`src/hdl/imusi_pkg.sv`:
```
package imusi_pkg;

  localparam int SAMPLE_BITS = 16;
  localparam int FRAC_BITS   = 16;
  localparam int COUNT_BITS  = 17;
  localparam int MEAN_W      = SAMPLE_BITS + FRAC_BITS;
  localparam int VAR_W       = 2 * SAMPLE_BITS - 1 + FRAC_BITS;
  localparam int GRAV_W      = 32;
  localparam int LIMIT_W     = 16;
  localparam int GMAG_W      = 24;
  localparam int AXES        = 6;
  localparam int DIV_W       = 64;
  localparam int DIVR_W      = 32;
  localparam int ROOT_W      = 32;
  localparam int ADDR_W      = 6;
  localparam int DATA_W      = 64;

  localparam logic [VAR_W-1:0]      VAR_MAX   = '1;
  localparam logic [COUNT_BITS-1:0] COUNT_MAX = '1;

  typedef enum logic [2:0] {
    REG_LIMIT  = 3'd0,
    REG_GMAG   = 3'd1,
    REG_ACC_X  = 3'd2,
    REG_ACC_Y  = 3'd3,
    REG_ACC_Z  = 3'd4,
    REG_GYR_X  = 3'd5,
    REG_GYR_Y  = 3'd6,
    REG_GYR_Z  = 3'd7
  } reg_idx_t;

  typedef struct packed {
    logic [LIMIT_W-1:0]          limit;
    logic [GMAG_W-1:0]           gmag;
    logic [2:0][VAR_W-1:0]       acc_set;
    logic [2:0][VAR_W-1:0]       gyr_set;
  } cfg_t;

endpackage

```
`src/hdl/imusi_cfg.sv`:
```
module imusi_cfg (
  input  logic                         clk,
  input  logic                         rst,
  input  logic                         psel,
  input  logic                         penable,
  input  logic                         pwrite,
  input  logic [imusi_pkg::ADDR_W-1:0] paddr,
  input  logic [imusi_pkg::DATA_W-1:0] pwdata,
  output logic [imusi_pkg::DATA_W-1:0] prdata,
  output logic                         pready,
  output imusi_pkg::cfg_t              cfg
);
  import imusi_pkg::*;

  reg_idx_t idx;
  logic     wr;

  assign idx    = reg_idx_t'(paddr[ADDR_W-1:3]);
  assign wr     = psel && penable && pwrite;
  assign pready = 1'b1;

  always_ff @(posedge clk) begin
    if (rst) begin
      cfg.limit   <= LIMIT_W'(10);
      cfg.gmag    <= GMAG_W'(642908);
      cfg.acc_set <= '0;
      cfg.gyr_set <= '0;
    end else if (wr) begin
      unique case (idx)
        REG_LIMIT: cfg.limit      <= pwdata[LIMIT_W-1:0];
        REG_GMAG:  cfg.gmag       <= pwdata[GMAG_W-1:0];
        REG_ACC_X: cfg.acc_set[0] <= pwdata[VAR_W-1:0];
        REG_ACC_Y: cfg.acc_set[1] <= pwdata[VAR_W-1:0];
        REG_ACC_Z: cfg.acc_set[2] <= pwdata[VAR_W-1:0];
        REG_GYR_X: cfg.gyr_set[0] <= pwdata[VAR_W-1:0];
        REG_GYR_Y: cfg.gyr_set[1] <= pwdata[VAR_W-1:0];
        REG_GYR_Z: cfg.gyr_set[2] <= pwdata[VAR_W-1:0];
        default:   cfg.limit      <= cfg.limit;
      endcase
    end
  end

  always_comb begin
    unique case (idx)
      REG_LIMIT: prdata = DATA_W'(cfg.limit);
      REG_GMAG:  prdata = DATA_W'(cfg.gmag);
      REG_ACC_X: prdata = DATA_W'(cfg.acc_set[0]);
      REG_ACC_Y: prdata = DATA_W'(cfg.acc_set[1]);
      REG_ACC_Z: prdata = DATA_W'(cfg.acc_set[2]);
      REG_GYR_X: prdata = DATA_W'(cfg.gyr_set[0]);
      REG_GYR_Y: prdata = DATA_W'(cfg.gyr_set[1]);
      REG_GYR_Z: prdata = DATA_W'(cfg.gyr_set[2]);
      default:   prdata = '0;
    endcase
  end

endmodule

```
`config.mk`:
```
export PLATFORM = sky130hd
export DESIGN_NAME = imusi_cfg
export DESIGN_NICKNAME = d
export VERILOG_FILES = /design/src/hdl/imusi_pkg.sv /design/src/hdl/imusi_cfg.sv
export SDC_FILE = /design/constraint.sdc
export NUM_CORES = 1
export LEC_CHECK = 0
export ABC_CLOCK_PERIOD_IN_PS = 3200
export BUFFER_PORTS_ARGS = -buffer_cell sky130_fd_sc_hd__buf_4
export CAP_MARGIN = 20
export CORE_AREA = 2 2 179 181
export DETAILED_ROUTE_END_ITERATION = 12
export DIE_AREA = 0 0 181 183
export PLACE_DENSITY = 0.78
export RECOVER_POWER = 50
export SLEW_MARGIN = 20
export SYNTH_ARGS = -nofsm -noshare
export SYNTH_HDL_FRONTEND = slang
export SYNTH_SLANG_ARGS = --single-unit
```
`constraint.sdc`:
```
create_clock -name clk -period 3.2 [get_ports clk]
set_input_delay 0 -clock clk [delete_from_list [all_inputs] [get_ports clk]]
set_output_delay 0 -clock clk [all_outputs]
set_load 0.005 [all_outputs]
```
==> metrics <==
status=finished with violations; failing checks=negative hold slack, max-capacitance violations, max-slew violations; Synth Area per Inst=around 7.8 um2; power share of the clock group=46.1%; Post-synth ARST share=0%; Nets=2265; Post-Syn Instances=1810; vias in the first global route=14.3k; FF+latch count, synth=322; CTS buffer count=36; setup TNS=0 ns; core region area=31200 um2; max FFs per register=322; max_cap viols=1; Seq pwr share=46.6%; Chip Width=181 um; top_reg_cell synth=dfxtp_1; Area contributors post-synth=dfxtp_1, nand2_1, a21oi_1; area leader, netlist=dfxtp_1; CTS clock-pin slew for the worst setup and hold paths=~0.060 ns; EDFF count, synth=0; hpwl dp=around 37 mm; fin crit period=about 2.6 ns; reg2reg path depth=3; share of cells above drive strength 1=20.7%; I/O Pins=462; # clock sinks=322; post-layout worst setup margin=around 0.57 ns; Die H=183 um; internal cell power=0.00665 W; Post-route DRC=0; Combinational Power Share=7.4%; final hold viol count=1; pre-CTS setup slack=0.934 ns; Hold/Removal Path Class=in2reg; fin area=18500 um2; Slew HR=-17.4%; crit start category=input port; DIE AREA=33100 um2; hold_ws=-0.00785 ns; final WL=56.9 mm; CP max FO=23; total gr overflow=0; P&R area growth vs syn=30.7%; Max Clk Rate=0.380 GHz; Cell Area, Placed=17300 um2; Static Leakage=~7 nW; Final ANT Viol Nets=0; TritonCTS clock tree=done; fin crit share=82.3%; post-CTS setup buffer count=0; IO buf count=about 420; Post-Syn Area=14100 um2; routed len/inst=between 20 and 25 um; fin. max-slew vios=29; clock tree buffer depth=3; Global Route Usage Sum=between 30% and 40%; routed vias/inst=about 5.7; Detailed Routing Iterations Pass 1=6; hold depth=2; critical path endpoint category=output port; CTS H-tree lvls=2; largest net degree at the start of global routing=117; Starting DRT DRC Count=1264; PwrDens=472 nW/um2; distinct cell type count after synthesis=39; clk_lat worst skew=0.50 ns; Largest regs=cfg (322); Initial Utilization=approximately 45%; Clock Tree Root=clkbuf_16; Synth Warn #=0; Switching Power=roughly 0.0021 W; critical path type=in2out; RSZ-0062 raised after global routing=false; Seq/Total Area, Yosys=45.6%; top cell type's share of synthesized area=between 40% and 50%; initial antenna violation count=1; final-report setup violation count=0; post_cts resized=0; Most flops, register=cfg; sw frac=23.8%; Post-CTS Hold Buffers=47; CP required=between 3 and 4 ns; Rows=65; Via Count=15.0k; worst vdd ir=~0.34 mV; first-pass GRT wire length=between 80 and 90 mm; Worst EP arrival=between 2 and 3 ns; worst-margin pin slew=1.76 ns; clk_skew=0 ns; Placer Congestion=0.907
logic make-up after synthesis:
kind of cell | synth area share, %
and+or+nand+nor | 21.1
buffers and inverters | 7.62
other | 0.0532
muxes | 7.63
AOI/OAI and AO/OA | 18.0
DFF | 45.6
power by group through the flow:
stage	sequential [W]	combinational (W)	clock, W
4_1_cts	0.00407	0.000641	0.00407
5_1_grt	0.00407	0.000674	0.00425
2_1_floorplan	0.00415	0.000327	0
3_3_place_gp	0.00415	0.000586	0
6_report	0.00407	0.000642	0.00402
3_5_place_dp	0.00415	0.000592	0
Yosys cell counts (2+ instances only):
master	n
mux2_2	32
a21oi_1	310
buf_2	77
nand2_1	666
inv_1	19
nor2b_1	5
o21ai_0	20
or2_1	2
a22oi_1	6
dfxtp_1	322
buf_4	45
nand2b_1	5
o22a_1	7
a22o_1	38
nand3b_1	13
o221ai_1	6
conb_1	2
or3_1	2
nor3_2	2
mux4_2	3
nor2_1	50
a221oi_1	33
clkbuf_1	51
a221o_1	9
o22ai_1	2
mux2i_1	65
buf_6	6
cell usage in the layout, fill, tap and decap left out, types with 5 or more instances in the layout:
cell type / synthesis / layout
a21oi_1: 310 / 310
a221o_1: 9 / 9
a221oi_1: 33 / 33
a22o_1: 38 / 38
a22oi_1: 6 / 6
buf_4: 45 / 129
clkbuf_1: 51 / 120
clkbuf_16: 0 / 37
clkbuf_4: 0 / 214
clkbuf_8: 0 / 10
conb_1: 2 / 18
dfxtp_1: 322 / 322
dlygate4sd3_1: 0 / 47
inv_1: 19 / 19
mux2_2: 32 / 32
mux2i_1: 65 / 65
nand2_1: 666 / 663
nand3b_1: 13 / 13
nor2_1: 50 / 44
nor2_4: 0 / 5
o21ai_0: 20 / 20
o221ai_1: 6 / 6
o22a_1: 7 / 7
critical path, cell delays in order:
cell	delay, ns
clkbuf_2	0.57
buf_4	0.43
nor2b_2	0.52
buf_4	0.36
a22o_1	0.23
a221oi_1	0.09
nor2_1	0.24
buf_4	0.16
final cells by class:
| class | count | area [um2] |
|---|---|---|
| Clock inverter | 7 | 55.1 |
| Antenna cell | 1 | 2.50 |
| Multi-Input combinational cell | 1304 | 6720 |
| Timing Repair Buffer | 507 | 3570 |
| Fill cell | 2863 | 12800 |
| Tap cell | 402 | 503 |
| Sequential cell | 322 | 6450 |
| Clock buffer | 58 | 1100 |
| Inverter | 19 | 71.3 |
routing by layer:
layer  track usage (%)  share of wire, %
met1              39.1                37
met2              55.6                47
met3              9.09                11
met4              15.7               5.0
met5                 0                 0
worst paths after layout:
| path | startpoint | endpoint | slack (ns) |
|---|---|---|---|
| max | paddr[4] | prdata[15] | 0.57 |
| min | rst | cfg[314] | -0.008 |
| max reg2reg | cfg[285] | cfg[285] | 2.36 |
| min reg2reg | cfg[114] | cfg[114] | 0.47 |
through the flow:
step	instances	power [W]	util [%]
floorplan	1826	0.00448	-
global placement	2507	0.00474	55.3
detailed placement	2507	0.00475	55.3
CTS	2619	0.00878	60.5
global route	2620	0.00900	59.2
finish	2620	0.00873	59.2
(Power assumes the default switching activity.)
