`src/hdl/imusi_pkg.sv`:
```
package imusi_pkg;

  localparam int SAMPLE_BITS = 16;
  localparam int FRAC_BITS   = 16;
  localparam int COUNT_BITS  = 17;
  localparam int MEAN_W      = SAMPLE_BITS + FRAC_BITS;
  localparam int VAR_W       = 2 * SAMPLE_BITS - 1 + FRAC_BITS;
  localparam int GRAV_W      = 32;
  localparam int LIMIT_W     = 16;
  localparam int GMAG_W      = 24;
  localparam int AXES        = 6;
  localparam int DIV_W       = 64;
  localparam int DIVR_W      = 32;
  localparam int ROOT_W      = 32;
  localparam int ADDR_W      = 6;
  localparam int DATA_W      = 64;

  localparam logic [VAR_W-1:0]      VAR_MAX   = '1;
  localparam logic [COUNT_BITS-1:0] COUNT_MAX = '1;

  typedef enum logic [2:0] {
    REG_LIMIT  = 3'd0,
    REG_GMAG   = 3'd1,
    REG_ACC_X  = 3'd2,
    REG_ACC_Y  = 3'd3,
    REG_ACC_Z  = 3'd4,
    REG_GYR_X  = 3'd5,
    REG_GYR_Y  = 3'd6,
    REG_GYR_Z  = 3'd7
  } reg_idx_t;

  typedef struct packed {
    logic [LIMIT_W-1:0]          limit;
    logic [GMAG_W-1:0]           gmag;
    logic [2:0][VAR_W-1:0]       acc_set;
    logic [2:0][VAR_W-1:0]       gyr_set;
  } cfg_t;

endpackage

```
`src/hdl/imusi_sqrt.sv`:
```
module imusi_sqrt (
  input  logic                          clk,
  input  logic                          rst,
  input  logic                          start,
  input  logic [2*imusi_pkg::ROOT_W-1:0] radicand,
  output logic                          done,
  output logic [imusi_pkg::ROOT_W-1:0]  root
);
  import imusi_pkg::*;

  localparam int X_W = 2 * ROOT_W;

  logic [X_W-1:0] xr;
  logic [X_W-1:0] r;
  logic [X_W-1:0] bitm;
  logic           busy;
  logic [X_W-1:0] trial;

  assign trial = r + bitm;

  always_ff @(posedge clk) begin
    if (rst) begin
      busy <= 1'b0;
      done <= 1'b0;
    end else begin
      done <= 1'b0;
      if (start) begin
        xr   <= radicand;
        r    <= '0;
        bitm <= X_W'(1) << (X_W - 2);
        busy <= 1'b1;
      end else if (busy) begin
        if (xr >= trial) begin
          xr <= xr - trial;
          r  <= (r >> 1) + bitm;
        end else begin
          r  <= r >> 1;
        end
        bitm <= bitm >> 2;
        if (bitm[0]) begin
          busy <= 1'b0;
          done <= 1'b1;
        end
      end
    end
  end

  assign root = r[ROOT_W-1:0];

endmodule

```
`config.mk`:
```
export PLATFORM = sky130hd
export DESIGN_NAME = imusi_sqrt
export DESIGN_NICKNAME = d
export VERILOG_FILES = /design/src/hdl/imusi_pkg.sv /design/src/hdl/imusi_sqrt.sv
export SDC_FILE = /design/constraint.sdc
export NUM_CORES = 1
export LEC_CHECK = 0
export ABC_AREA = 1
export BUFFER_PORTS_ARGS = -buffer_cell sky130_fd_sc_hd__buf_2
export CAP_MARGIN = 20
export CORE_MARGIN = 5
export CORE_UTILIZATION = 61
export CTS_BUF_LIST = sky130_fd_sc_hd__clkbuf_8
export CTS_CLUSTER_DIAMETER = 60
export DETAILED_ROUTE_END_ITERATION = 8
export MAX_ROUTING_LAYER = met4
export PLACE_DENSITY = 0.77
export SKIP_LAST_GASP = 1
export SYNTH_ARGS = -nofsm -noshare
export SYNTH_HDL_FRONTEND = slang
export SYNTH_SLANG_ARGS = --single-unit
export TNS_END_PERCENT = 30
```
`constraint.sdc`:
```
create_clock -name clk -period 17.55 [get_ports clk]
set_input_delay 2.6325 -clock clk [delete_from_list [all_inputs] [get_ports clk]]
set_output_delay 2.6325 -clock clk [all_outputs]
set_load 0.01 [all_outputs]
```
==> metrics.yaml, run 1 <==
sta:
  setup_viol: 0
  rsz0062_at_grt: "false"
  tightest_slew_ns: 0.959
  final_hold_viol_count: 0
  finClkSkew_ns: 0.0248
  period_needed_ns: 5.75
  drv_slew: 0
  timing.slew.headroom_pct: 36.1
  period_share_pct: 32.7
  fmax_ghz: 0.174
  holdWs_ns: 0.516
  fin_setup_tns_ns: 0
synth:
  synth_cells: 3489
  yosysSeqAreaShare_pct: 23.8
  synth-seq-cells: 162
  synth_edf_count: 160
  synth_largest_area_cell: "nand2_1"
  ys_warn_count: 0
  yosys.cell_count.top_type: "nand2_1"
  syn_nets: 3687
  async_reset_ff_share_pct: 0
  ys.flop_type: "edfxtp_1"
  ys_types: 44
  netlist_area_um2: 20400
  syn_area_per_cell_um2: 5.84
  yosys-top-cells-area: "nand2_1, edfxtp_1, inv_1"
  ys_top_cells_by_count: "nand2_1, inv_1, nor2_1, nand3_1, edfxtp_1"
  synth_top_area_share_pct: 25.9
final_layout:
  diodes: 0
  area_growth_pct: 5.01
  nets: 3737
  layout-drive-gt1-share_pct: 5.15
  n_fill_cell: 3285
global_routing:
  overflow: 0
  grt_usage_pct: 39.9
  antenna_found_initial: 0
  grt_max_degree: 75
  grt_pass1_wl_mm: 111
  grt_pass1_vias: 21628
setup_path:
  crit_path_max_fanout: 43
  cp_top_family: "compound AO/OA/AOI/OAI gates"
  crit_buf_inv: 3
  critPathMaxStageDelay_ns: 0.63
  worst-r2r-cell-count: 20
  start_kind: "flip-flop"
  critPathLaunch: "r[28]"
  path_cells: "ha_1 > nand2_1 > o21ai_0 > nand2_1 > o21ai_0 > inv_1 > o21ai_0 > a21oi_1 > nand3_1 > nand2_1 > ha_1 > nand2_1 > nor2_1 > nand2_1 > nor2_1 > a21oi_4 > nand2_2 > o21ai_0 > inv_2 > buf_4"
  crit_type: "reg2reg"
  worstPathRequired_ns: 17.71
  crit_path_frequent_cell: "nand2_1"
  timing.critical_path.to_type: "flip-flop"
  cp.arrival_ns: 5.91
  cp_num_cells: 20
  r2r-start: "r[28]"
  crit_slowest_cell: "buf_4"
route:
  vias: 22809
  viasPerCell: 5.70
  wl_mm: 72.7
  drc: 0
  final_antenna_net_count: 0
  wl_per_cell_um: 18.2
  drtIter0Drc: 2884
  dr.pass1.iters: 7
flow_run:
  cap_violations: 0
hold_path:
  min_from: "busy"
  min_path_type: "reg2reg"
  whs_path_depth: 2
status:
  status: "complete, no violations"
cts:
  cts.htree.levels: 4
  cts_resized: 0
  cts_buffer_depth: 2
  cts.sinks: 162
  path_clk_slew_ns: 0.10
  cts_hold_buf: 0
  cts-buffers-inserted: 17
  cts_tree: "yes"
  clock_latency_ns: 0.53
  postCtsSetupRepairBufs: 0
  root_buffer: "clkbuf_8"
floorplan:
  io_pins: 100
  die_w_um: 193
  die-area_um2: 37100
  die_y_um: 193
  rows: 67
  core_area_um2: 33300
  initial_utilization_pct: 61.2
placed_design:
  gp_congestion: 1.08
  hpwl_mm: 59.2
  portBuffers: 99
power:
  intPower_uw: 957
  p_sw_uw: 994
  p_leak_uw: 0.0113
  clkPwrFrac_pct: 14.2
  power_density_nw_per_um2: 91.2
  combPwrFrac_pct: 57.0
  sw_frac_of_total_pct: 50.9
  irDropWorstVdd_mv: 0.0565
  pwr-share-seq_pct: 28.8
[routing by layer]
layer	track usage, %	wire length (µm)
met4	23.6	5250
met3	5.37	6370
met1	47.0	27700
met5	-	0
met2	65.2	33400
[final timing paths]
kind	endpoint	slack, ns
worst max-delay path	xr[6]	11.80
worst min-delay path	done	0.52
worst max register to register	xr[6]	11.80
worst min register to register	done	0.52
[cells in the final DEF (no fill, tap or decap), types with 2 or more instances in the layout]
| cell | count |
|---|---|
| or2_2 | 10 |
| nor3_2 | 2 |
| ha_1 | 130 |
| nor2_4 | 2 |
| edfxtp_1 | 160 |
| clkinv_4 | 4 |
| o21a_1 | 7 |
| and2_1 | 12 |
| a21oi_4 | 3 |
| inv_6 | 4 |
| nand4_1 | 24 |
| nor2_1 | 340 |
| dfxtp_1 | 2 |
| buf_4 | 7 |
| nand2_1 | 1405 |
| a21o_1 | 5 |
| inv_2 | 3 |
| nand3b_1 | 23 |
| xnor2_1 | 58 |
| nor4_1 | 11 |
| xor2_1 | 46 |
| buf_2 | 98 |
| o21bai_1 | 17 |
| a21oi_1 | 141 |
| nand2_2 | 18 |
| clkbuf_8 | 17 |
| nor3b_1 | 2 |
| nand3_1 | 221 |
| nor3_1 | 34 |
| o21ai_1 | 7 |
| inv_1 | 580 |
| clkinv_1 | 2 |
| clkinvlp_4 | 3 |
| nor2_2 | 8 |
| o21ai_0 | 133 |
[power by group through the flow]
stage,logic [µW],clock network (µW),registers [µW]
2_1_floorplan,812,0,538
3_3_place_gp,1040,0,564
3_5_place_dp,1070,0,565
4_1_cts,1080,273,558
5_1_grt,1230,291,565
6_report,1110,277,562
[flip-flops by register name, summed over array words and instances, names as in the netlist]
signal,cells
xr,64
bitm,32
r,64
done,1
busy,1
[kinds of logic after synthesis]
group                      Yosys count  synth area share [%]
AOI/OAI and AO/OA                  318                  8.33
xor gates and xnor gates           104                  4.47
adders and majority gates          131                  8.09
buffers and inverters              657                  13.0
DFF                                162                  23.8
and+or+nand+nor                   2117                  42.3
[per-stage QoR]
| stage | instance area, µm² | setup WS, ns | std cells | power [µW] | util (%) |
|---|---|---|---|---|---|
| 5_1_grt | 21400 | 11.35 | 4000 | 2090 | 64.3 |
| 2_1_floorplan | 20400 | 7.50 | 3489 | 1350 | - |
| 4_1_cts | 21400 | 11.96 | 4000 | 1910 | 64.3 |
| 6_report | 21400 | 11.80 | 4000 | 1950 | 64.3 |
| 3_5_place_dp | 21000 | 11.68 | 3968 | 1640 | 63.2 |
| 3_3_place_gp | 21000 | 11.75 | 3968 | 1610 | 63.2 |
[area by class of cell]
cell class	count	area (µm²)	area share (%)
clock inverter	15	128	0.597
sequential	162	4840	22.7
timing repair buffer	105	543	2.54
inverter	583	2190	10.2
multi-input combinational	2670	12900	60.3
clock buffer	17	234	1.09
tap	448	561	2.62
[worst register-to-register path, stage by stage (launching register included)]
cell and delay, ns:
edfxtp_1 0.58, ha_1 0.47, nand2_1 0.09, o21ai_0 0.25, nand2_1 0.12, o21ai_0 0.38, inv_1 0.08, o21ai_0 0.38
a21oi_1 0.17, nand3_1 0.13, nand2_1 0.13, ha_1 0.42, nand2_1 0.13, nor2_1 0.19, nand2_1 0.14, nor2_1 0.21
a21oi_4 0.10, nand2_2 0.16, o21ai_0 0.12, inv_2 0.44, buf_4 0.65
(Power assumes the default switching activity.)
==> run 2: changes to the inputs <==
==> constraint.sdc (replaced) <==
create_clock -name clk -period 5.74 [get_ports clk]
set_input_delay 0.861 -clock clk [delete_from_list [all_inputs] [get_ports clk]]
set_output_delay 0.861 -clock clk [all_outputs]
set_load 0.01 [all_outputs]
==> metrics.yaml, run 2 (synthesized netlist as in run 1, its figures left out) <==
sta:
  period_share_pct: 89.6  # +57 points
  rsz0062_at_grt: "false"
  tightest_slew_ns: 0.756  # -0.202 ns
  fin_setup_tns_ns: 0  # unchanged
  period_needed_ns: 5.14  # -0.604 ns
  drv_slew: 0  # unchanged
  final_hold_viol_count: 0  # unchanged
  setup_viol: 0  # unchanged
  finClkSkew_ns: 0.0226  # -0.00216 ns
  timing.slew.headroom_pct: 49.1  # +13 points
  fmax_ghz: 0.194  # +12%
setup_path:
  crit_type: "reg2reg"
  start_kind: "flip-flop"
  timing.critical_path.to_type: "flip-flop"
  cp.arrival_ns: 5.34  # -0.57 ns
  crit_path_max_fanout: 48  # +12%
  worstPathRequired_ns: 5.94  # -11.77 ns
floorplan:
  die_y_um: 193  # unchanged
  die_w_um: 193  # unchanged
  core_area_um2: 33300  # unchanged
  die-area_um2: 37100  # unchanged
  initial_utilization_pct: 61.2  # unchanged
  rows: 67  # unchanged
  io_pins: 100  # unchanged
final_layout:
  regArea_um2: 4840  # unchanged
  largestRegisters: "r x64, xr x64, bitm x32"
  n_fill_cell: 3250  # -1.1%
  diodes: 0  # unchanged
  area_growth_pct: 5.50
  layout-drive-gt1-share_pct: 5.29  # +0.14 points
  nets: 3742  # +0.13%
  final_common_cell: "nand2_1"
  multi_input_area_um2: 12900  # unchanged
  final_util_pct: 64.6  # +0.30 points
  stdcell_area_um2: 21500  # +0.46%
  final_cells: 4003  # +0.075%
  layout_common_cells: "nand2_1, inv_1, nor2_1, nand3_1, edfxtp_1"
power:
  irDropWorstVdd_mv: 0.184  # +230%
  p_sw_uw: 3050  # +210%
  clkPwrFrac_pct: 15.1  # +0.9 points
  combPwrFrac_pct: 56.6  # -0.4 points
  p_leak_uw: 0.0114  # +0.51%
  power_density_nw_per_um2: 282  # +210%
  intPower_uw: 3020  # +220%
  sw_frac_of_total_pct: 50.2  # -0.73 points
  pwr-share-seq_pct: 28.3  # -0.5 points
cts:
  postCtsSetupRepairBufs: 0  # unchanged
  cts.sinks: 162  # unchanged
  cts_buffer_depth: 2  # unchanged
  root_buffer: "clkbuf_8"
  cts_resized: 0  # unchanged
  cts_hold_buf: 0  # unchanged
  clock_latency_ns: 0.54  # about the same
  cts.htree.levels: 4  # unchanged
  path_clk_slew_ns: 0.10  # about the same
  cts_tree: "yes"
  cts-buffers-inserted: 17  # unchanged
hold_path:
  min_path_type: "reg2reg"
route:
  viasPerCell: 5.70  # about the same
  drtIter0Drc: 3051  # +5.8%
  dr.pass1.iters: 9  # +2
  wl_mm: 73.5  # +1.0%
  wl_per_cell_um: 18.4  # +0.96%
  final_antenna_net_count: 0  # unchanged
  drc: 1  # +1
  vias: 22831  # +0.096%
global_routing:
  grt_usage_pct: 40.1  # +0.24 points
  grt_pass1_vias: 21669  # +0.19%
  grt_pass1_wl_mm: 112  # +0.76%
  antenna_found_initial: 0  # unchanged
  grt_max_degree: 67  # -11%
  overflow: 0  # unchanged
placed_design:
  place_inst: 3973  # +0.13%
  portBuffers: 99  # unchanged
  gp_congestion: 1.07  # -0.86%
  placedInstanceArea_um2: 21100  # +0.36%
  hpwl_mm: 59.9  # +1.2%
status:
  violations: "design-rule violations"
  status: "complete, but fails checks"
flow_run:
  cap_violations: 0  # unchanged
-- run 2: layer usage --
metal  vias to the layer above  wire length [µm]  global-route usage [%]
met4                         0              5800                    25.0
met5                         -                 0                       -
met1                     10177             27400                    46.9
li1                      11004                 -                       -
met2                      1313             33300                    65.6
met3                       337              6980                    5.25
-- run 2: through the flow --
stage	setup slack, ns	hold slack [ns]	power (µW)
floorplan	0.839	0.477	4120
global placement	0.812	0.501	4930
detailed placement	0.731	0.513	5040
CTS	0.694	0.527	5950
global route	0.253	0.545	6470
finish	0.598	0.525	6070
-- run 2: area by class of cell --
cell class | count | share of cell area (%)
multi-input cells | 2670 | 60.0
flip-flops and latches | 162 | 22.6
inverters | 583 | 10.2
repair buffers | 110 | 2.88
well taps | 448 | 2.61
clock buffers | 17 | 1.09
clock inverters | 13 | 0.705
-- run 2: final timing paths --
| check | start | end | slack, ns | depth (start not counted) |
|---|---|---|---|---|
| max | r[22] | xr[5] | 0.60 | 22 |
| min | busy | done | 0.53 | 2 |
| max reg2reg | r[22] | xr[5] | 0.60 | 22 |
| min reg2reg | busy | done | 0.53 | 2 |
-- run 2: power by group through the flow --
stage / registers [µW] / clock network (µW) / logic [µW]
floorplan: 1640 / 0 / 2480
finish: 1710 / 917 / 3440
global placement: 1720 / 0 / 3210
CTS: 1700 / 910 / 3330
detailed placement: 1730 / 0 / 3310
global route: 1720 / 952 / 3790
-- run 2: worst max-delay path, cell delays in order, from the launching register on --
cell      delay, ns
edfxtp_1       0.54
ha_1           0.43
nand2_1        0.09
o21ai_0        0.30
nand2_1        0.11
o21ai_0        0.45
a21oi_1        0.08
o21ai_0        0.32
nand3_1        0.19
nand3b_1       0.14
nand2_1        0.07
ha_1           0.38
nand2_1        0.11
nor2_2         0.15
inv_1          0.05
nor2_1         0.15
nand2_1        0.11
nor3_2         0.14
nand2_2        0.11
nand2_2        0.11
o21ai_0        0.10
inv_2          0.34
buf_12         0.33
