`src/hdl/imusi_pkg.sv`:
```
package imusi_pkg;

  localparam int SAMPLE_BITS = 16;
  localparam int FRAC_BITS   = 16;
  localparam int COUNT_BITS  = 17;
  localparam int MEAN_W      = SAMPLE_BITS + FRAC_BITS;
  localparam int VAR_W       = 2 * SAMPLE_BITS - 1 + FRAC_BITS;
  localparam int GRAV_W      = 32;
  localparam int LIMIT_W     = 16;
  localparam int GMAG_W      = 24;
  localparam int AXES        = 6;
  localparam int DIV_W       = 64;
  localparam int DIVR_W      = 32;
  localparam int ROOT_W      = 32;
  localparam int ADDR_W      = 6;
  localparam int DATA_W      = 64;

  localparam logic [VAR_W-1:0]      VAR_MAX   = '1;
  localparam logic [COUNT_BITS-1:0] COUNT_MAX = '1;

  typedef enum logic [2:0] {
    REG_LIMIT  = 3'd0,
    REG_GMAG   = 3'd1,
    REG_ACC_X  = 3'd2,
    REG_ACC_Y  = 3'd3,
    REG_ACC_Z  = 3'd4,
    REG_GYR_X  = 3'd5,
    REG_GYR_Y  = 3'd6,
    REG_GYR_Z  = 3'd7
  } reg_idx_t;

  typedef struct packed {
    logic [LIMIT_W-1:0]          limit;
    logic [GMAG_W-1:0]           gmag;
    logic [2:0][VAR_W-1:0]       acc_set;
    logic [2:0][VAR_W-1:0]       gyr_set;
  } cfg_t;

endpackage

```
`src/hdl/imusi_div.sv`:
```
module imusi_div (
  input  logic                           clk,
  input  logic                           rst,
  input  logic                           start,
  input  logic [imusi_pkg::DIV_W-1:0]    dividend,
  input  logic [imusi_pkg::DIVR_W-1:0]   divisor,
  output logic                           done,
  output logic [imusi_pkg::DIV_W-1:0]    quot
);
  import imusi_pkg::*;

  localparam int CNT_W = $clog2(DIV_W);

  logic [DIV_W-1:0]  acc;
  logic [DIVR_W:0]   rem;
  logic [DIVR_W-1:0] dvs;
  logic [CNT_W-1:0]  cnt;
  logic              busy;
  logic [DIVR_W:0]   rem_sh;
  logic              fits;

  // one quotient bit a cycle, round to nearest via pre-added half divisor
  always_comb begin
    rem_sh = {rem[DIVR_W-1:0], acc[DIV_W-1]};
    fits   = rem_sh >= {1'b0, dvs};
  end

  always_ff @(posedge clk) begin
    if (rst) begin
      busy <= 1'b0;
      done <= 1'b0;
      cnt  <= '0;
    end else begin
      done <= 1'b0;
      if (start) begin
        acc  <= dividend + DIV_W'(divisor >> 1);
        dvs  <= divisor;
        rem  <= '0;
        cnt  <= '0;
        busy <= 1'b1;
      end else if (busy) begin
        if (fits) begin
          rem <= rem_sh - {1'b0, dvs};
        end else begin
          rem <= rem_sh;
        end
        acc <= {acc[DIV_W-2:0], fits};
        cnt <= cnt + 1'b1;
        if (cnt == CNT_W'(DIV_W - 1)) begin
          busy <= 1'b0;
          done <= 1'b1;
        end
      end
    end
  end

  assign quot = acc;

endmodule

```
`config.mk`:
```
export PLATFORM = sky130hd
export DESIGN_NAME = imusi_div
export DESIGN_NICKNAME = d
export VERILOG_FILES = /design/src/hdl/imusi_pkg.sv /design/src/hdl/imusi_div.sv
export SDC_FILE = /design/constraint.sdc
export NUM_CORES = 1
export LEC_CHECK = 0
export ABC_CLOCK_PERIOD_IN_PS = 10100
export BUFFER_PORTS_ARGS = -buffer_cell sky130_fd_sc_hd__buf_2
export CAP_MARGIN = 20
export CORE_ASPECT_RATIO = 1.5
export CORE_MARGIN = 1.5
export CORE_UTILIZATION = 60
export DETAILED_ROUTE_END_ITERATION = 7
export PLACE_DENSITY_LB_ADDON = 0.08
export REMOVE_ABC_BUFFERS = 1
export SYNTH_ARGS = -nofsm -noshare
export SYNTH_HDL_FRONTEND = slang
export SYNTH_SLANG_ARGS = --single-unit
```
`constraint.sdc`:
```
create_clock -name clk -period 10.1 [get_ports clk]
set_input_delay 0.505 -clock clk [delete_from_list [all_inputs] [get_ports clk]]
set_output_delay 0.505 -clock clk [all_outputs]
set_load 0.01 [all_outputs]
```
==> impl_table.tex, run 1 <==
\begin{tabular}{lr}
\hline
Metric & Value \\
\hline
\multicolumn{2}{l}{\textbf{Status}} \\
\quad Result of the run & finished, final reports clean \\
\multicolumn{2}{l}{\textbf{Layout}} \\
\quad Layout overhead on the synthesized area & 14.80\% \\
\quad Area of the multi-input gates & 5638 um2 \\
\quad Leading cell types in the layout, fill and taps excluded & buf\_2 (162), edfxtp\_1 (128), nand2\_1 (117) \\
\quad Fraction of layout cells with a size suffix above 1 & a little over a fifth \\
\quad Sequential cell area & 4004 um2 \\
\quad Number of nets at the end of the flow & about 1400 \\
\quad Number of fill cells in the layout & $\sim$1400 \\
\quad Commonest non-fill, non-tap cell in the layout & buf\_2 \\
\multicolumn{2}{l}{\textbf{Logic synthesis}} \\
\quad Mean instance size in the synthesized netlist & about 9.3 um2 \\
\quad Area of the mapped netlist & between 10000 and 15000 um2 \\
\quad Synth warnings & 0 \\
\quad Ys flop type & edfxtp\_1 \\
\quad Number of synthesized register bits & about 140 \\
\quad Number of synthesized flops with an enable pin & between 100 and 150 \\
\quad Post-synthesis sequential area ratio & between 30\% and 40\% \\
\quad Number of cells produced by synthesis & 1079 \\
\quad Number of distinct library cells after synthesis & between 80 and 90 \\
\quad Proportion of synthesized flip-flops having asynchronous set or reset & 0\% \\
\multicolumn{2}{l}{\textbf{STA}} \\
\quad Final number of hold-violating endpoints & 0 \\
\quad Measured slew at the worst slew-check pin & roughly 1.1 ns \\
\quad Post-Route Skew & 0.01402 ns \\
\quad Final critical path time including I/O delays and setup & about 3.5 ns \\
\quad Worst relative slew slack & a little under a quarter \\
\quad Total negative setup slack & 0 ns \\
\quad Fraction of the cycle the final worst path needs & 34.88\% \\
\quad Max-slew violation count & 0 \\
\quad Unrepaired setup endpoints after global routing & no \\
\quad Highest achievable clock rate & 0.2838 GHz \\
\quad Endpoints failing setup & 0 \\
\multicolumn{2}{l}{\textbf{Pwr}} \\
\quad Reported net switching power & 631.0 uW \\
\quad Pint & approximately 1.2 mW \\
\quad Max VDD drop & between 0.08 and 0.09 mV \\
\quad Clock group share of total power & 32.9\% \\
\quad Proportion of power drawn by flip-flops and latches & 37.9\% \\
\quad Combinational Power Share & approximately 29\% \\
\quad Switching share of power & about a third \\
\quad Lkg Pwr & roughly 4.7 nW \\
\quad Total power draw & between 1.5 and 2 mW \\
\quad Power per Cell Area & approximately 160 nW/um2 \\
\multicolumn{2}{l}{\textbf{Worst setup path}} \\
\quad Type of the worst setup path & reg2reg \\
\quad CP Data Required Time & a little over 10 ns \\
\quad Nature of the critical path startpoint & flip-flop \\
\quad Signal arrival time at the worst endpoint & 3.69 ns \\
\quad WP buf/inv & 1 \\
\quad Slowest cell on the critical path & nor3\_1 \\
\quad Worst path top cell family by delay & compound AO/OA/AOI/OAI gates \\
\quad Endpoint kind of the worst setup timing path & flip-flop \\
\quad Delay contributed by the slowest stage of the critical path & roughly 0.54 ns \\
\quad Cells along the critical path & ha\_1 > a21oi\_1 > o21ai\_0 > nand2\_1 > a31oi\_1 > nor3\_1 > a21o\_1 > buf\_4 > nor4\_1 > a311o\_1 \\
\quad Top fanout value on the critical path & 27 \\
\multicolumn{2}{l}{\textbf{Hold path}} \\
\quad Class of the most critical hold timing path & in2reg \\
\multicolumn{2}{l}{\textbf{Drt}} \\
\quad Post-DRT Antenna Nets & 0 \\
\quad DRC violation count after routing & 0 \\
\quad TritonRoute pass-1 iters & 5 \\
\quad Via count normalized by instance count & around 6.3 \\
\quad Drt wl/cell & 19.85 um \\
\quad Violation count after the first detailed-route iteration & slightly below 600 \\
\quad Met3 wire length & approximately 1.8 mm \\
\quad Top Metal Used & met4 \\
\quad Routed wire length & $\sim$29 mm \\
\quad Routed met1 length & about 11 mm \\
\quad Via count of the routed design & just over 9000 \\
\quad Detailed-routed wire length on met2 & about 15 mm \\
\multicolumn{2}{l}{\textbf{Floorplanning}} \\
\quad Initial core utilization & between 60\% and 70\% \\
\quad Placement Rows & 57 \\
\quad Die Height & $\sim$160 um \\
\quad Placeable core region & about 16000 um2 \\
\quad Die W & 108.8 um \\
\quad Die footprint & around 18000 um2 \\
\quad Ports & 164 \\
\multicolumn{2}{l}{\textbf{Global routing}} \\
\quad Wire length of the first global-routing pass & 44.70 mm \\
\quad Remaining global-route overflow & 0 \\
\quad Total global routing track utilization & between 30\% and 40\% \\
\quad Number of global-route vias before repair & around 9000 \\
\quad Number of antenna violations at the first check in global routing & 1 \\
\quad Maximum number of pins on one net before global-route repair & $\sim$90 \\
\multicolumn{2}{l}{\textbf{Placed design}} \\
\quad Half-perimeter wire length of the detailed placement result & $\sim$21 mm \\
\quad Number of input and output port buffers inserted & between 150 and 200 \\
\quad Routability congestion estimate from global placement & $\sim$1 \\
\multicolumn{2}{l}{\textbf{Clocking}} \\
\quad \# hold bufs at CTS & 0 \\
\quad Clock slew at reported path FFs & 0.07 ns \\
\quad Setup Buffers After CTS & 0 \\
\quad Clock sink count & $\sim$140 \\
\quad Number of clock buffers inserted by TritonCTS & 17 \\
\quad Clock tree from TritonCTS & built \\
\quad Post-CTS resize count & 0 \\
\quad Clock latency at the later pin of the worst-skew pair & about 0.42 ns \\
\quad H-tree levels & 4 \\
\quad Maximum number of buffers from clock root to sink & 2 \\
\quad Clock Tree Root & clkbuf\_16 \\
\multicolumn{2}{l}{\textbf{Run}} \\
\quad Number of maximum-capacitance violations & 0 \\
\hline
\end{tabular}
==> cell families after synthesis <==
group	share of synthesized area, %
xor gates and xnor gates	5.393
and+or+nand+nor	18.34
muxes	3.219
buffers and inverters	4.548
adders and majority gates	8.351
AOI/OAI and AO/OA	20.38
DFF	39.77
==> state kept, by name, indices dropped and copies added, names as in the netlist <==
register	flops
done	1
busy	1
dvs	32
quot	64
cnt	6
rem	32
==> synthesized netlist by cell type (5+ instances only) <==
cell type / number / area (um2)
nand2_1: 117 / 439.2
or3_1: 6 / 37.54
o21a_1: 12 / 90.09
xnor2_1: 41 / 359.1
inv_1: 54 / 202.7
o31ai_1: 5 / 37.54
o211ai_1: 7 / 52.55
mux2_2: 27 / 304.0
nand3_1: 49 / 245.2
a2111o_1: 6 / 67.56
a31oi_1: 11 / 68.82
a311oi_1: 5 / 43.79
a21o_1: 30 / 225.2
clkbuf_1: 28 / 105.1
nor3_1: 25 / 125.1
nand3b_1: 6 / 45.04
buf_2: 8 / 40.04
a2111oi_0: 8 / 70.07
ha_1: 64 / 800.8
and2_1: 8 / 50.05
a211oi_1: 24 / 180.2
and3_1: 15 / 93.84
dfxtp_1: 8 / 160.2
o21ai_0: 41 / 205.2
nand2b_1: 11 / 68.82
xor2_1: 21 / 183.9
edfxtp_1: 128 / 3844
nor2_1: 71 / 266.5
nand4_1: 29 / 181.4
nor4_1: 8 / 50.05
o21bai_1: 6 / 45.04
a21oi_1: 109 / 545.5
==> worst paths after layout <==
check	from	endpoint	slack [ns]	cells past startpoint
max	rem[23]	rem[31]	6.58	10
min	divisor[0]	dvs[0]	0.25	1
max reg2reg	rem[23]	rem[31]	6.58	10
min reg2reg	cnt[5]	cnt[5]	0.50	2
==> routing by layer <==
metal  global-route usage, %  up-vias
met5                       0        -
met1                   37.26     4261
met3                   5.096      107
li1                        -     4374
met2                   58.40      395
met4                   18.36        0
==> layout make-up <==
| cell class | instances | area share (%) |
|---|---|---|
| sequential | 136 | 34.64 |
| tap | 206 | 2.230 |
| clock inverter | 14 | 1.202 |
| multi-input combinational | 841 | 48.78 |
| clock buffer | 18 | 3.713 |
| antenna | 2 | 0.04330 |
| timing repair buffer | 170 | 7.642 |
| inverter | 54 | 1.754 |
==> power groups by stage <==
stage               Combinational [mW]  Clock (mW)  Sequential [mW]
global placement                 0.527           0            0.721
finish                           0.547       0.617            0.710
detailed placement               0.535           0            0.721
CTS                              0.539       0.617            0.710
global route                     0.600       0.638            0.714
floorplan                        0.357           0            0.727
==> through the flow <==
step	instance area [um2]	cells	utilization [%]	hold WS (ns)	setup WS, ns
after detailed placement	10970	1406	67.14	0.4932	6.448
after global placement	10970	1406	67.14	0.4676	6.489
after CTS	11530	1438	70.62	0.2432	6.688
after global routing	11560	1440	70.76	0.2387	6.425
final	11560	1441	70.77	0.2527	6.577
after floorplan	9813	1031	-	0.4585	4.967
No activity file was read; power rests on OpenSTA's default activity.
==> inputs of run 2 (changes only) <==
Settings changed: ABC_CLOCK_PERIOD_IN_PS 10100 to 3000, CORE_UTILIZATION 60 to 52.
Clock period 10.1 ns to 3 ns, I/O delays scaled along.
==> impl_table.tex, run 2 (synthesis gave the netlist of run 1 again) <==
\begin{tabular}{lr}
\hline
Metric & Value \\
\hline
\multicolumn{2}{l}{\textbf{Worst setup path}} \\
\quad Type of the worst setup path & in2reg \\
\quad Endpoint kind of the worst setup timing path & flip-flop \\
\quad Signal arrival time at the worst endpoint & around 3.3 ns \\
\quad Critical register-to-register path endpoint & rem[17] \\
\quad Nature of the critical path startpoint & primary input \\
\quad Length in cells of the worst reg-to-reg path & 9 \\
\quad Setup slack of the worst register-to-register path & about 0.13 ns \\
\quad Critical register-to-register path startpoint & rem[5] \\
\quad Top fanout value on the critical path & 7 \\
\quad Critical path startpoint & divisor[25] \\
\quad CP Data Required Time & between 3 and 4 ns \\
\multicolumn{2}{l}{\textbf{Drt}} \\
\quad DRC violation count after routing & 0 \\
\quad Drt wl/cell & roughly 19 um \\
\quad Detailed-routed wire length on met2 & 15.88 mm \\
\quad Via count of the routed design & approximately 9500 \\
\quad Routed met1 length & approximately 11 mm \\
\quad Post-DRT Antenna Nets & 0 \\
\quad Via count normalized by instance count & 5.994 \\
\quad Routed wire length & 30.41 mm \\
\quad TritonRoute pass-1 iters & 5 \\
\quad Violation count after the first detailed-route iteration & roughly 600 \\
\quad Top Metal Used & met4 \\
\quad Met3 wire length & about 1.6 mm \\
\multicolumn{2}{l}{\textbf{STA}} \\
\quad Highest achievable clock rate & between 0.3 and 0.4 GHz \\
\quad Unrepaired setup endpoints after global routing & yes \\
\quad Max-slew violation count & 0 \\
\quad Worst-case hold slack & about 0.1 ns \\
\quad Final number of hold-violating endpoints & 0 \\
\quad Endpoints failing setup & 0 \\
\quad Measured slew at the worst slew-check pin & approximately 0.7 ns \\
\quad Post-Route Skew & around 0.0054 ns \\
\quad Final critical path time including I/O delays and setup & a little under 3 ns \\
\quad Total negative setup slack & 0 ns \\
\quad Worst relative slew slack & between 50\% and 60\% \\
\quad Fraction of the cycle the final worst path needs & roughly 99\% \\
\multicolumn{2}{l}{\textbf{Floorplanning}} \\
\quad Placement Rows & between 60 and 70 \\
\quad Die W & between 100 and 150 um \\
\quad Ports & approximately 160 \\
\quad Die Height & around 170 um \\
\quad Initial core utilization & between 50\% and 60\% \\
\quad Die footprint & slightly above 20000 um2 \\
\quad Placeable core region & around 19000 um2 \\
\multicolumn{2}{l}{\textbf{Layout}} \\
\quad Commonest non-fill, non-tap cell in the layout & buf\_2 \\
\quad Fraction of layout cells with a size suffix above 1 & a little over a quarter \\
\quad Number of nets at the end of the flow & about 1500 \\
\quad Final instance area & between 10000 and 15000 um2 \\
\quad Number of fill cells in the layout & about 1600 \\
\quad Leading cell types in the layout, fill and taps excluded & buf\_2 (161), edfxtp\_1 (128), nand2\_1 (117) \\
\quad Layout overhead on the synthesized area & 26.64\% \\
\quad Number of flip-flops under the largest register name & 64 \\
\multicolumn{2}{l}{\textbf{Pwr}} \\
\quad Power per Cell Area & about 520 nW/um2 \\
\quad Lkg Pwr & between 5 and 6 nW \\
\quad Max VDD drop & between 0.4 and 0.5 mV \\
\multicolumn{2}{l}{\textbf{Clocking}} \\
\quad Clock sink count & around 140 \\
\quad Clock tree from TritonCTS & built \\
\quad Maximum number of buffers from clock root to sink & 2 \\
\quad H-tree levels & 4 \\
\quad Clock latency at the later pin of the worst-skew pair & about 0.44 ns \\
\quad Number of clock buffers inserted by TritonCTS & 17 \\
\quad Clock Tree Root & clkbuf\_16 \\
\quad Clock slew at reported path FFs & approximately 0.06 ns \\
\multicolumn{2}{l}{\textbf{Placed design}} \\
\quad Half-perimeter wire length of the detailed placement result & $\sim$23 mm \\
\quad Routability congestion estimate from global placement & approximately 0.94 \\
\quad Placed instance area & between 10000 and 15000 um2 \\
\quad Number of input and output port buffers inserted & about 160 \\
\multicolumn{2}{l}{\textbf{Global routing}} \\
\quad Total global routing track utilization & approximately 30\% \\
\quad Maximum number of pins on one net before global-route repair & 74 \\
\quad Number of global-route vias before repair & between 9000 and 10000 \\
\quad Remaining global-route overflow & 0 \\
\quad Number of antenna violations at the first check in global routing & 2 \\
\quad Wire length of the first global-routing pass & $\sim$47 mm \\
\multicolumn{2}{l}{\textbf{Hold path}} \\
\quad Worst hold path cell count & 3 \\
\quad Min-Delay Startpoint & dividend[62] \\
\quad Class of the most critical hold timing path & in2reg \\
\quad Worst min-delay path endpoint & quot[62] \\
\multicolumn{2}{l}{\textbf{Status}} \\
\quad Result of the run & finished, final reports clean \\
\multicolumn{2}{l}{\textbf{Run}} \\
\quad Number of maximum-capacitance violations & 0 \\
\hline
\end{tabular}
[run 2: how the worst max path moves through the flow]
stage,end,slack (ns),depth (start not counted)
floorplan,quot[0],-2.07,2
global placement,quot[42],0.02,12
detailed placement,quot[42],-0.06,12
CTS,quot[42],0.02,12
global route,rem[30],-0.07,12
finish,quot[48],0.02,11
[run 2: routing by layer]
| metal | track usage, % | up-vias |
|---|---|---|
| met5 | 0 | - |
| met4 | 14.16 | 0 |
| met3 | 6.014 | 104 |
| met2 | 54.73 | 339 |
| met1 | 33.76 | 4508 |
| li1 | - | 4555 |
[run 2: per-stage QoR]
stage                     power, mW  utilization [%]  instances  worst slack [ns]
after floorplan               3.647                -       1031            -2.066
after global placement        4.371            60.30       1518           0.02282
after detailed placement      4.391            60.30       1518          -0.06477
after CTS                     6.511            65.03       1582           0.02023
after global routing          6.931            66.82       1586          -0.07084
final                         6.614            66.82       1586           0.01786
[run 2: layout make-up]
type | instances | area (um2) | area share [%]
multi-input combinational | 841 | 5941 | 46.59
inverter | 54 | 202.7 | 1.590
tap | 256 | 320.3 | 2.512
antenna | 2 | 5.005 | 0.03925
sequential | 136 | 4004 | 31.40
timing repair buffer | 265 | 1702 | 13.35
clock inverter | 12 | 130.1 | 1.021
clock buffer | 20 | 446.7 | 3.503
[run 2: critical path, cell delays in order]
cell           delay (ns)
dlygate4sd3_1        0.55
buf_2                0.15
ha_2                 0.41
and3_4               0.23
nand2_1              0.14
o21a_1               0.25
or3_2                0.56
a21o_1               0.25
buf_4                0.15
a2111o_1             0.36
nand3_1              0.08
[run 2: timing repair]
item | CTS | global route
setup buffers | 0 | 3
endpoints found under the setup margin | 2 | 54
pin swaps | 0 | 9
hold buffers | 32 | 0
gates resized for setup | 2 | 56
endpoints found under the hold margin | 32 | 0
[run 2: power breakdown]
group | internal (mW) | switching [mW] | leakage (nW)
combinational | 0.924 | 1.21 | 3.62
sequential | 2.30 | 0.0945 | 1.29
clock | 1.24 | 0.843 | 0.268
